### src/sv/reliable_udp_ack_tracker_core_macros.svh
// Assertion macros for the ack tracker.
`ifndef RELIABLE_UDP_ACK_TRACKER_CORE_MACROS_SVH
`define RELIABLE_UDP_ACK_TRACKER_CORE_MACROS_SVH
// Same-cycle implication, off during reset.
`define RUAT_ASSERT_NOW(lbl, ante, cons, msg) \
  lbl: assert property (@(posedge clk) disable iff (!rst_n) (ante) |-> (cons)) else $error(msg);
// Next-cycle implication, off during reset.
`define RUAT_ASSERT_NEXT(lbl, ante, cons, msg) \
  lbl: assert property (@(posedge clk) disable iff (!rst_n) (ante) |=> (cons)) else $error(msg);
`endif

### src/sv/ruat_pkg.sv
// Shared types and constants of the ack tracker.
package ruat_pkg;
  localparam int DEPTH = 32;
  localparam int SEQ_W = 16;
  localparam int ENT_W = 17;
  localparam int CNT_W = 6;

  localparam logic ACT_RECV = 1'b0;
  localparam logic ACT_SEND = 1'b1;

  typedef struct packed {
    logic        action;
    logic [15:0] seq_num;
    logic [15:0] ack_num;
    logic [31:0] ack_bits_in;
    logic        ensure_flag;
  } in_t;

  typedef struct packed {
    logic [15:0] remote_seq;
    logic [15:0] local_seq;
    logic [30:0] ack_bits_out;
    logic        lost_valid;
    logic [15:0] lost_seq;
    logic        resend_req;
    logic [5:0]  stat_count;
    logic [5:0]  stat_lost;
    logic [5:0]  delivered_now;
  } out_t;

  typedef struct packed {
    logic             vld;
    logic [ENT_W-1:0] data;
  } entry_t;

  typedef struct packed {
    logic shift;
    logic rotate;
  } chain_ctl_t;
endpackage

### src/sv/ruat_cell.sv
// One window cell: an entry register loaded from its neighbor.
module ruat_cell (
  input  logic            clk,
  input  logic            rst_n,
  input  logic            en,
  input  ruat_pkg::entry_t d,
  output ruat_pkg::entry_t q
);
  ruat_pkg::entry_t q_r;

  always_ff @(posedge clk) begin
    if (!rst_n) begin
      q_r.vld <= 1'b0;
    end else if (en) begin
      q_r.vld <= d.vld;
    end
    if (en) begin
      q_r.data <= d.data;
    end
  end

  assign q = q_r;
endmodule

### src/sv/ruat_chain.sv
// Window as a row of cells: push at the head, or rotate tail back to head.
module ruat_chain (
  input  logic                      clk,
  input  logic                      rst_n,
  input  ruat_pkg::chain_ctl_t      ctl,
  input  logic [ruat_pkg::ENT_W-1:0] push_data,
  output ruat_pkg::entry_t          tail
);
  ruat_pkg::entry_t q [ruat_pkg::DEPTH];
  ruat_pkg::entry_t head_d;

  always_comb begin
    if (ctl.rotate) begin
      head_d = q[ruat_pkg::DEPTH-1];
    end else begin
      head_d.vld  = 1'b1;
      head_d.data = push_data;
    end
  end

  for (genvar i = 0; i < ruat_pkg::DEPTH; i++) begin : g_cell
    if (i == 0) begin : g_head
      ruat_cell u_cell (.clk(clk), .rst_n(rst_n), .en(ctl.shift), .d(head_d), .q(q[i]));
    end else begin : g_body
      ruat_cell u_cell (.clk(clk), .rst_n(rst_n), .en(ctl.shift), .d(q[i-1]), .q(q[i]));
    end
  end

  assign tail = q[ruat_pkg::DEPTH-1];
endmodule

### src/sv/reliable_udp_ack_tracker_core.sv
// Top level of the reliable-UDP ack tracker.
// Tracks remote/local sequences and four 32-entry windows (received
// sequences, sent packets with ensure flag, delivered sequences, delivery
// statistics), each a row of cells that shifts on a push and can rotate so
// its tail passes every entry. One event at a time: a received event runs
// 33 delivery steps while the received window rotates to rebuild the ack
// bitfield, then a finish step; a sent event rotates the delivered window
// to look up the evicted packet, then takes an update step and a finish
// step. Those window walks set the rate. The input is free again once the
// result loads. A result beat waits in an output register; the next event
// is accepted while it waits, and its finish step holds until the register
// frees.
module reliable_udp_ack_tracker_core (
  input  logic            clk,
  input  logic            rst_n,
  input  logic            in_valid,
  output logic            in_stall,
  input  ruat_pkg::in_t   in_data,
  output logic            out_valid,
  input  logic            out_stall,
  output ruat_pkg::out_t  out_data
);
`include "reliable_udp_ack_tracker_core_macros.svh"

  localparam logic [1:0] ST_IDLE = 2'd0;
  localparam logic [1:0] ST_RECV = 2'd1;
  localparam logic [1:0] ST_SEND = 2'd2;
  localparam logic [1:0] ST_FIN  = 2'd3;
  localparam logic [5:0] LAST_STEP = 6'd32;

  logic [1:0]  state_r, state_nxt;
  logic [5:0]  cnt_r, cnt_nxt;
  logic [15:0] remote_r, remote_nxt;
  logic [15:0] local_r, local_nxt;
  logic [15:0] seq_r, ack_r;
  logic [31:0] bits_r;
  logic [16:0] entry_r;
  logic [30:0] acc_r, acc_nxt;
  logic [30:0] ack_bits_r, ack_bits_nxt;
  logic        found_r, found_nxt;
  logic        lost_r, lost_nxt;
  logic [15:0] lost_seq_r, lost_seq_nxt;
  logic        resend_r, resend_nxt;
  logic [5:0]  deliv_now_r, deliv_now_nxt;
  logic [5:0]  stat_fill_r, stat_fill_nxt;
  logic [5:0]  stat_ones_r, stat_ones_nxt;
  logic        out_valid_r, out_valid_nxt;
  ruat_pkg::out_t out_r, out_nxt;

  ruat_pkg::chain_ctl_t recv_ctl, deliv_ctl, sent_ctl, stat_ctl;
  logic [16:0] recv_push, deliv_push, sent_push, stat_push;
  ruat_pkg::entry_t recv_tail, deliv_tail, sent_tail, stat_tail;

  logic        accept;
  logic [15:0] sd, lag;
  logic        newer, dpush, stat_in, stat_en, lost_now;
  logic [15:0] dseq;

  ruat_chain u_recv  (.clk(clk), .rst_n(rst_n), .ctl(recv_ctl),  .push_data(recv_push),
                      .tail(recv_tail));
  ruat_chain u_deliv (.clk(clk), .rst_n(rst_n), .ctl(deliv_ctl), .push_data(deliv_push),
                      .tail(deliv_tail));
  ruat_chain u_sent  (.clk(clk), .rst_n(rst_n), .ctl(sent_ctl),  .push_data(sent_push),
                      .tail(sent_tail));
  ruat_chain u_stat  (.clk(clk), .rst_n(rst_n), .ctl(stat_ctl),  .push_data(stat_push),
                      .tail(stat_tail));

  assign in_stall  = (state_r != ST_IDLE);
  assign accept    = in_valid && !in_stall;
  assign out_valid = out_valid_r;
  assign out_data  = out_r;

  // half-range wrap compare: seq more recent than remote
  assign sd    = in_data.seq_num - remote_r;
  assign newer = (sd != 16'd0) &&
                 ((sd < 16'h8000) || ((sd == 16'h8000) && (in_data.seq_num > remote_r)));

  // distance of the rotating received entry behind remote
  assign lag = remote_r - recv_tail.data[15:0];

  // delivery step: bitfield bits first, then ack itself
  assign lost_now = sent_tail.vld && !found_r;
  always_comb begin
    if (cnt_r < LAST_STEP) begin
      dpush = bits_r[cnt_r[4:0]];
      dseq  = ack_r - {10'd0, cnt_r} - 16'd1;
    end else begin
      dpush = (seq_r != 16'd0) || (ack_r != 16'd0);
      dseq  = ack_r;
    end
  end

  always_comb begin
    state_nxt     = state_r;
    cnt_nxt       = cnt_r;
    remote_nxt    = remote_r;
    local_nxt     = local_r;
    acc_nxt       = acc_r;
    ack_bits_nxt  = ack_bits_r;
    found_nxt     = found_r;
    lost_nxt      = lost_r;
    lost_seq_nxt  = lost_seq_r;
    resend_nxt    = resend_r;
    deliv_now_nxt = deliv_now_r;
    out_valid_nxt = out_valid_r && out_stall;
    out_nxt       = out_r;
    recv_ctl      = '0;
    deliv_ctl     = '0;
    sent_ctl      = '0;
    stat_ctl      = '0;
    recv_push     = {1'b0, in_data.seq_num};
    deliv_push    = {1'b0, dseq};
    sent_push     = entry_r;
    stat_in       = 1'b0;
    stat_en       = 1'b0;

    case (state_r)
      ST_IDLE: begin
        if (accept) begin
          cnt_nxt       = 6'd0;
          acc_nxt       = '0;
          found_nxt     = 1'b0;
          lost_nxt      = 1'b0;
          lost_seq_nxt  = 16'd0;
          resend_nxt    = 1'b0;
          deliv_now_nxt = 6'd0;
          if (in_data.action == ruat_pkg::ACT_RECV) begin
            if (newer) begin
              remote_nxt = in_data.seq_num;
            end
            recv_ctl.shift = 1'b1;
            state_nxt      = ST_RECV;
          end else begin
            local_nxt = local_r + 16'd1;
            state_nxt = ST_SEND;
          end
        end
      end
      ST_RECV: begin
        if (cnt_r < LAST_STEP) begin
          recv_ctl.shift  = 1'b1;
          recv_ctl.rotate = 1'b1;
          if (recv_tail.vld && (lag != 16'd0) && (lag < 16'd32)) begin
            acc_nxt[5'(lag - 16'd1)] = 1'b1;
          end
          cnt_nxt = cnt_r + 6'd1;
        end else begin
          ack_bits_nxt = acc_r;
          state_nxt    = ST_FIN;
        end
        if (dpush) begin
          deliv_ctl.shift = 1'b1;
          stat_in         = 1'b1;
          stat_en         = 1'b1;
          deliv_now_nxt   = deliv_now_r + 6'd1;
        end
      end
      ST_SEND: begin
        if (cnt_r < LAST_STEP) begin
          deliv_ctl.shift  = 1'b1;
          deliv_ctl.rotate = 1'b1;
          if (deliv_tail.vld && (deliv_tail.data[15:0] == sent_tail.data[15:0])) begin
            found_nxt = 1'b1;
          end
          cnt_nxt = cnt_r + 6'd1;
        end else begin
          if (lost_now) begin
            lost_nxt     = 1'b1;
            lost_seq_nxt = sent_tail.data[15:0];
            resend_nxt   = sent_tail.data[16];
            stat_en      = 1'b1;
          end
          sent_ctl.shift = 1'b1;
          state_nxt      = ST_FIN;
        end
      end
      ST_FIN: begin
        if (!out_valid_r || !out_stall) begin
          out_nxt.remote_seq    = remote_r;
          out_nxt.local_seq     = local_r;
          out_nxt.ack_bits_out  = ack_bits_r;
          out_nxt.lost_valid    = lost_r;
          out_nxt.lost_seq      = lost_seq_r;
          out_nxt.resend_req    = resend_r;
          out_nxt.stat_count    = stat_fill_r;
          out_nxt.stat_lost     = stat_fill_r - stat_ones_r;
          out_nxt.delivered_now = deliv_now_r;
          out_valid_nxt         = 1'b1;
          state_nxt             = ST_IDLE;
        end
      end
      default: begin
        state_nxt = ST_IDLE;
      end
    endcase

    stat_ctl.shift = stat_en;
    stat_push      = {16'd0, stat_in};
  end

  // stat counters track the window: a full window drops its tail bit
  always_comb begin
    stat_fill_nxt = stat_fill_r;
    stat_ones_nxt = stat_ones_r;
    if (stat_en) begin
      if (stat_tail.vld) begin
        stat_ones_nxt = stat_ones_r - {5'd0, stat_tail.data[0]} + {5'd0, stat_in};
      end else begin
        stat_fill_nxt = stat_fill_r + 6'd1;
        stat_ones_nxt = stat_ones_r + {5'd0, stat_in};
      end
    end
  end

  always_ff @(posedge clk) begin
    if (!rst_n) begin
      state_r     <= ST_IDLE;
      cnt_r       <= 6'd0;
      remote_r    <= 16'd0;
      local_r     <= 16'd0;
      ack_bits_r  <= '0;
      stat_fill_r <= 6'd0;
      stat_ones_r <= 6'd0;
      out_valid_r <= 1'b0;
    end else begin
      state_r     <= state_nxt;
      cnt_r       <= cnt_nxt;
      remote_r    <= remote_nxt;
      local_r     <= local_nxt;
      ack_bits_r  <= ack_bits_nxt;
      stat_fill_r <= stat_fill_nxt;
      stat_ones_r <= stat_ones_nxt;
      out_valid_r <= out_valid_nxt;
    end
  end

  always_ff @(posedge clk) begin
    if (accept) begin
      seq_r   <= in_data.seq_num;
      ack_r   <= in_data.ack_num;
      bits_r  <= in_data.ack_bits_in;
      entry_r <= {in_data.ensure_flag, local_r};
    end
    acc_r       <= acc_nxt;
    found_r     <= found_nxt;
    lost_r      <= lost_nxt;
    lost_seq_r  <= lost_seq_nxt;
    resend_r    <= resend_nxt;
    deliv_now_r <= deliv_now_nxt;
    out_r       <= out_nxt;
  end

  `RUAT_ASSERT_NOW(a_stat_le, 1'b1, stat_ones_r <= stat_fill_r, "stat ones above fill")
  `RUAT_ASSERT_NOW(a_cnt_rng, 1'b1, cnt_r <= LAST_STEP, "step counter out of range")
  `RUAT_ASSERT_NEXT(a_busy, accept, in_stall, "accepted beat did not start work")
endmodule

### config.mk
export PLATFORM = sky130hd
export DESIGN_NAME = reliable_udp_ack_tracker_core
export DESIGN_NICKNAME = d
export VERILOG_FILES = /design/src/sv/ruat_pkg.sv /design/src/sv/ruat_cell.sv /design/src/sv/ruat_chain.sv /design/src/sv/reliable_udp_ack_tracker_core.sv
export VERILOG_INCLUDE_DIRS = /design/src /design/src/sv
export SDC_FILE = /design/constraint.sdc
export NUM_CORES = 2
export LEC_CHECK = 0
export ABC_CLOCK_PERIOD_IN_PS = 22400
export BUFFER_PORTS_ARGS = -buffer_cell sky130_fd_sc_hd__buf_4
export CAP_MARGIN = 20
export CORE_MARGIN = 2
export CORE_UTILIZATION = 23
export CTS_BUF_LIST = sky130_fd_sc_hd__clkbuf_4
export CTS_CLUSTER_DIAMETER = 120
export DETAILED_ROUTE_END_ITERATION = 10
export MAX_ROUTING_LAYER = met4
export PLACE_DENSITY = 0.43
export SYNTH_ARGS = -nofsm -noshare
export SYNTH_HDL_FRONTEND = slang
export SYNTH_SLANG_ARGS = --single-unit
### constraint.sdc
create_clock -name clk -period 22.4 [get_ports clk]
set_input_delay 1.12 -clock clk [delete_from_list [all_inputs] [get_ports clk]]
set_output_delay 1.12 -clock clk [all_outputs]
set_load 0.02 [all_outputs]
Word level (Yosys, flattened, before mapping)
Index checks and enable logic that the tools add are counted.
W data, S select, Z words.
- register bits after elaboration: 2112
- output and inout bits: 101
- logic and storage cells: 415
- add/sub/neg operators: 13
- $lt $le $gt $ge: 7
- equality and inequality tests: 16
- muxes and demuxes: 53
- bitwise gates (word level): 4
- reductions and logical operators: 37
- operators by type and width (cell ; number):
    $mux W31 ; 3
    $mux W16 ; 4
    $reduce_bool A16 Y1 ; 4
    $pmux W31 S2 ; 1
    $mux W18 ; 2
    $pmux W16 S2 ; 1
    $sub A16 B16 Y16 ; 2
    $or A31 B31 Y31 ; 1
    $mux W6 ; 4
    $pmux W6 S2 ; 2
    $mux W1 ; 22
    $ne A2 B2 Y1 const B ; 10
    $add A6 B1 Y6 const B ; 3
    $add A16 B1 Y16 const B ; 1
    $eq A16 B16 Y1 ; 1
    $eq A16 B16 Y1 const B ; 1
    $gt A16 B16 Y1 ; 1
    $lt A16 B16 Y1 const B ; 1
    $lt A16 B6 Y1 const B ; 1
    $reduce_and A4 Y1 ; 4
    $sub A16 B1 Y16 const B ; 1
    $sub A16 B6 Y16 ; 1
    $add A6 B1 Y6 ; 2
    $lt A5 B6 Y1 const B ; 2
    22 further kinds ; 55

Longest topological paths before layout
- depth after elaboration: 10
- gate-level depth with buffers: 17

Hierarchy
A second synthesis with hierarchy kept.
- cells, all modules: 3842
- area, all modules: 85320.6 µm²
- by module, submodules not included (module ; times used ; cells an instance ; area each (µm²) ; seq. area each (µm²)):
    ruat_cell ; 128 ; 20 ; 546.8 ; 530.5
    reliable_udp_ack_tracker_core ; 1 ; 1202 ; 14282.4 ; 8768.4
    ruat_chain ; 4 ; 20 ; 262.8 ; 0.0

Worst setup path before layout
OpenSTA, ideal clock, no wires.
- kind: register to register
- from: reg cnt_r[0]
- to: reg u_deliv.g_cell[16].g_body.u_cell.q_r, in the netlist u_deliv.g_cell[16].g_body.u_cell.q[17]
- library setup time: 734 ps
- data arrival time: 16798 ps
- data required time: 21666 ps
- slack: 4868 ps
- stages on the path, launching flop included: 10
- buffers on the path: 2
- period minus slack after synthesis: 17532 ps
- cell sequence: dfxtp_1 buf_4 mux4_2 mux4_2 nand2_1 a311oi_2 o21ai_2 inv_1 clkbuf_1 o21ai_0
- cells in the longest elaborated chain, start to end: 5
- RTL lines (item ; RTL line ; RTL):
    from (decl) ; reliable_udp_ack_tracker_core.sv:32 ; logic [5:0] cnt_r, cnt_nxt;
    from (signal assigned) ; reliable_udp_ack_tracker_core.sv:227 ; cnt_r <= cnt_nxt;
    $bmux W1 S5 ; reliable_udp_ack_tracker_core.sv:85 ; dpush = bits_r[cnt_r[4:0]];
    $mux W1 (not written as such) ; reliable_udp_ack_tracker_core.sv:85 ;
    $mux W1 ; reliable_udp_ack_tracker_core.sv:84 ; if (cnt_r < LAST_STEP) begin
    $mux W1 ; reliable_udp_ack_tracker_core.sv:151 ; if (dpush) begin
    $pmux W1 S2 * ; reliable_udp_ack_tracker_core.sv:117 ; case (state_r)
    named net u_deliv.g_cell[0].g_head.u_cell.en ; ruat_cell.sv:5 ; input logic en,
    to (decl) ; ruat_cell.sv:9 ; ruat_pkg::entry_t q_r;
The timed path passes the listed nets; every way through them passes the cells marked *. The select of a mux whose other input is x is not followed.
A chain may end at the register's enable or synchronous reset.

Worst setup path after layout
- from: reg cnt_r[0]
- to: reg u_deliv.g_cell[19].g_body.u_cell.q_r, in the netlist u_deliv.g_cell[19].g_body.u_cell.q[13] (enable)
- cells in the longest elaborated chain, start to end: 5
- RTL lines (item ; RTL line):
    $bmux W1 S5 ; reliable_udp_ack_tracker_core.sv:85
    $mux W1 (not written as such) ; reliable_udp_ack_tracker_core.sv:85
    $mux W1 ; reliable_udp_ack_tracker_core.sv:84
    $mux W1 ; reliable_udp_ack_tracker_core.sv:151
    $pmux W1 S2 * ; reliable_udp_ack_tracker_core.sv:117
    to (decl) ; ruat_cell.sv:9
Mark *: on every way between the ends. The rest lies on a longest branch, timed or not. The select of a mux whose other input is x is not followed.

==> out/results.txt <==
residual overflow from global routing: 0
Post-CTS Setup Inserts: 0
post-synthesis cell count: 3,427
number of synthesized flops with an enable pin: 1,836
Post-CTS Hold Fix Bufs: 51
TritonCTS clock tree: yes
kind of end point of the critical path: flip-flop
detailed-route via count: 31.3k
CTS Buffer Depth: 4
leakage dissipation: 26.4 nW
setup repair after global routing missed its margin: no
average size of a mapped cell: 19.6 µm²
net total in the final layout: 4,270
nets in the synthesized netlist: 3,562
cell type with the highest aggregate area in the netlist: sky130_fd_sc_hd__edfxtp_1
total routing resource utilization after global routing: 8.70%
result of the run: finished clean
normalized max-slew margin: 26.0%
part of the total power dissipated in combinational logic: 9.9%
number of top-level pins: 171
async set-or-reset flop fraction in the synthesized netlist: 0%
Hold Path Class: in -> reg
DIE HEIGHT: 544 µm
Setup-failing EPs final: 0
main flop type after synthesis: sky130_fd_sc_hd__edfxtp_1
relative contribution of sequential cells to total power: 55.8%
clock tree sinks: 2,048
via count normalized by instance count: 3.71
total wirelength of the detailed-routed design: 129 mm
proportion of netlist area held by the largest area contributor: 82.2%
global-route wire length before repair: 190 mm
initial antenna violation count: 30
power density relative to cell area: 118 nW/µm²
Ys Warns: 0
clock skew after layout: 0.139 ns
required time at the endpoint of the critical path: 23.16 ns
final number of hold-violating endpoints: 0
Net Switching: 0.00243 W
DRC: 0
highest clock rate: 197 MHz
Clk pwr share: 34.3%
fraction of the yosys area taken by sequential cells: 88.6%
Data arrival, critical path: 5.84 ns
number of standard-cell rows in the floorplan: 198
count of cells resized by post-cts repair: 0
remaining antenna violation count: 0
switching part of the total: 25.5%
cell area after synthesis: 67,000 µm²
ranking of synthesized cells by area: sky130_fd_sc_hd__edfxtp_1 82%, sky130_fd_sc_hd__dfxtp_1 6.3%, sky130_fd_sc_hd__nand2_1 2.2%
WS Path Type: reg -> reg
post-route insts no fill: 8,427
clock edge transition at the registers on the reported setup and hold paths: 0.06 ns
internal power: 0.00711 W
number of maximum-capacitance constraint violations: 0
share of the cycle needed by the critical path after routing: 22.7%
critical-path maximum fanout: 199
first-pass detailed-route iteration total: 5
number of slew-limit violations in the final report: 0
Final GP Congestion: 0.745
fraction of layout instances using a drive strength above 1: 24.8%
Peak supply drop: 0.0901 mV
# placed instances: 7,439
min Tclk post-route: 5.07 ns
width of the die: 544 µm
routed wire length per instance: 15.3 µm
via count of the first global-routing pass: 31.2k
maximum number of pins on one net before global-route repair: 200
DR iter-0 viols: 2,373
effective utilization at floorplan: 23.1%
number of different library cells in the post-synthesis netlist: 78
Die ar.: 296,000 µm²
root buffer selected by CTS: sky130_fd_sc_hd__clkbuf_4
input/output buffers: 170
DPL Wire Length: 74.9 mm
Startpoint Class: flip-flop
area of the core region: 291,000 µm²
source-to-sink clock delay at the later pin of the worst-skew pair: 1.22 ns
synthesis-to-finish area growth: 20.3%
Inserted Clock Buffers: 542
register bit count reported by yosys: 2,048
Setup TNS Final: 0 ns
H-Tree Level Count: 6
slew of the pin with the lowest slew margin: 1.11 ns
layer usage:
metal  wire, µm  GRT usage, %
met5          0             -
met4       4090          3.58
met3       7810          2.88
met2      57600          12.5
met1      59200          11.2
worst paths after layout:
path	startpoint	slack [ns]	depth (start not counted)	to
max	cnt_r[0]	17.33	9	u_deliv.g_cell[19].g_body.u_cell.q[13]
min reg2reg	u_deliv.g_cell[6].g_body.u_cell.q[11]	0.33	0	u_deliv.g_cell[7].g_body.u_cell.q[11]
max reg2reg	cnt_r[0]	17.33	9	u_deliv.g_cell[19].g_body.u_cell.q[13]
min	in_data[5]	0.20	1	bits_r[4]
through the flow:
stage,setup WS [ns],util (%),hold slack (ns),total power [W],cell area (µm²)
2_1_floorplan,4.87,-,0.400,0.00637,67000
3_3_place_gp,17.35,25.2,0.400,0.00634,73100
3_5_place_dp,17.28,25.2,0.405,0.00636,73100
4_1_cts,17.24,27.7,0.000301,0.00976,80500
5_1_grt,16.85,27.7,-0.0300,0.0101,80600
6_report,17.33,27.7,0.201,0.00954,80600
power groups by stage:
stage | Clock, W | Sequential [W] | Combinational [W]
after floorplan | 0 | 0.00578 | 0.000587
after global placement | 0 | 0.00540 | 0.000937
after detailed placement | 0 | 0.00540 | 0.000955
after CTS | 0.00345 | 0.00534 | 0.000965
after global routing | 0.00365 | 0.00539 | 0.00105
final | 0.00327 | 0.00533 | 0.000941
critical path, cell delays in order, from the launching register on:
cell and delay, ns:
sky130_fd_sc_hd__dfxtp_1 0.76, sky130_fd_sc_hd__mux4_2 0.36, sky130_fd_sc_hd__mux4_2 0.27, sky130_fd_sc_hd__nand2_1 0.07, sky130_fd_sc_hd__a311oi_2 0.33, sky130_fd_sc_hd__o21ai_2 0.09
sky130_fd_sc_hd__buf_4 0.26, sky130_fd_sc_hd__inv_8 0.60, sky130_fd_sc_hd__buf_4 0.84, sky130_fd_sc_hd__buf_12 0.74
layout by cell type (no fill, tap or decap), types with 10 or more instances in the layout:
master / count
sky130_fd_sc_hd__a21o_1: 17
sky130_fd_sc_hd__a21oi_1: 172
sky130_fd_sc_hd__a31oi_1: 17
sky130_fd_sc_hd__and2_1: 20
sky130_fd_sc_hd__buf_4: 196
sky130_fd_sc_hd__bufinv_16: 10
sky130_fd_sc_hd__clkbuf_4: 825
sky130_fd_sc_hd__clkinv_1: 39
sky130_fd_sc_hd__clkinvlp_4: 13
sky130_fd_sc_hd__dfxtp_1: 212
sky130_fd_sc_hd__diode_2: 22
sky130_fd_sc_hd__dlygate4sd3_1: 51
sky130_fd_sc_hd__edfxtp_1: 1836
sky130_fd_sc_hd__ha_1: 61
sky130_fd_sc_hd__inv_1: 69
sky130_fd_sc_hd__inv_2: 13
sky130_fd_sc_hd__mux2i_1: 27
sky130_fd_sc_hd__mux4_2: 10
sky130_fd_sc_hd__nand2_1: 385
sky130_fd_sc_hd__nand3_1: 46
sky130_fd_sc_hd__nor2_1: 134
sky130_fd_sc_hd__nor3_1: 15
sky130_fd_sc_hd__nor4_1: 12
sky130_fd_sc_hd__o21ai_0: 86
sky130_fd_sc_hd__or3_1: 10
sky130_fd_sc_hd__xnor2_1: 39
sky130_fd_sc_hd__xor2_1: 35
registers in the layout, indices dropped and copies added (netlist names), 16 cells and up:
name	count
out_data	99
ack_bits_r	31
remote_r	16
u_deliv.g_cell.g_body.u_cell.q	527
u_recv.g_cell.g_head.u_cell.q	17
bits_r	32
u_sent.g_cell.g_body.u_cell.q	558
entry_r	17
local_r	16
ack_r	16
seq_r	16
u_stat.g_cell.g_body.u_cell.q	62
acc_r	31
lost_seq_r	16
u_deliv.g_cell.g_head.u_cell.q	17
u_recv.g_cell.g_body.u_cell.q	527
u_sent.g_cell.g_head.u_cell.q	18
layout make-up:
| class | instances | area, µm² |
|---|---|---|
| Sequential cell | 2048 | 59400 |
| Multi-Input combinational cell | 1215 | 7040 |
| Timing Repair Buffer | 251 | 2070 |
| Antenna cell | 22 | 55.1 |
| Inverter | 77 | 319 |
| Tap cell | 3900 | 4880 |
| Fill cell | 29200 | 210000 |
| Clock inverter | 89 | 701 |
| Clock buffer | 825 | 6190 |
Yosys cell counts (12+ instances only):
master / instances
sky130_fd_sc_hd__inv_1: 75
sky130_fd_sc_hd__nand3_1: 46
sky130_fd_sc_hd__nor2_1: 136
sky130_fd_sc_hd__xnor2_1: 39
sky130_fd_sc_hd__o21ai_0: 86
sky130_fd_sc_hd__and2_1: 20
sky130_fd_sc_hd__a21oi_1: 173
sky130_fd_sc_hd__nor4_1: 12
sky130_fd_sc_hd__nand2_1: 385
sky130_fd_sc_hd__a31oi_1: 17
sky130_fd_sc_hd__mux2i_1: 27
sky130_fd_sc_hd__dfxtp_1: 212
sky130_fd_sc_hd__ha_1: 61
sky130_fd_sc_hd__a21o_1: 17
sky130_fd_sc_hd__xor2_1: 35
sky130_fd_sc_hd__nor3_1: 15
sky130_fd_sc_hd__clkbuf_1: 67
sky130_fd_sc_hd__edfxtp_1: 1836
cells by family after synthesis:
| logic type | synth area share, % |
|---|---|
| AND/OR/NAND/NOR | 4.37 |
| multiplexers | 0.795 |
| AO/OA/AOI/OAI | 3.07 |
| XOR/XNOR | 0.967 |
| flip-flops | 88.6 |
| adder cells (fa/ha/maj) | 1.26 |
| buffers and inverters | 0.987 |
(Power assumes the default switching activity.)
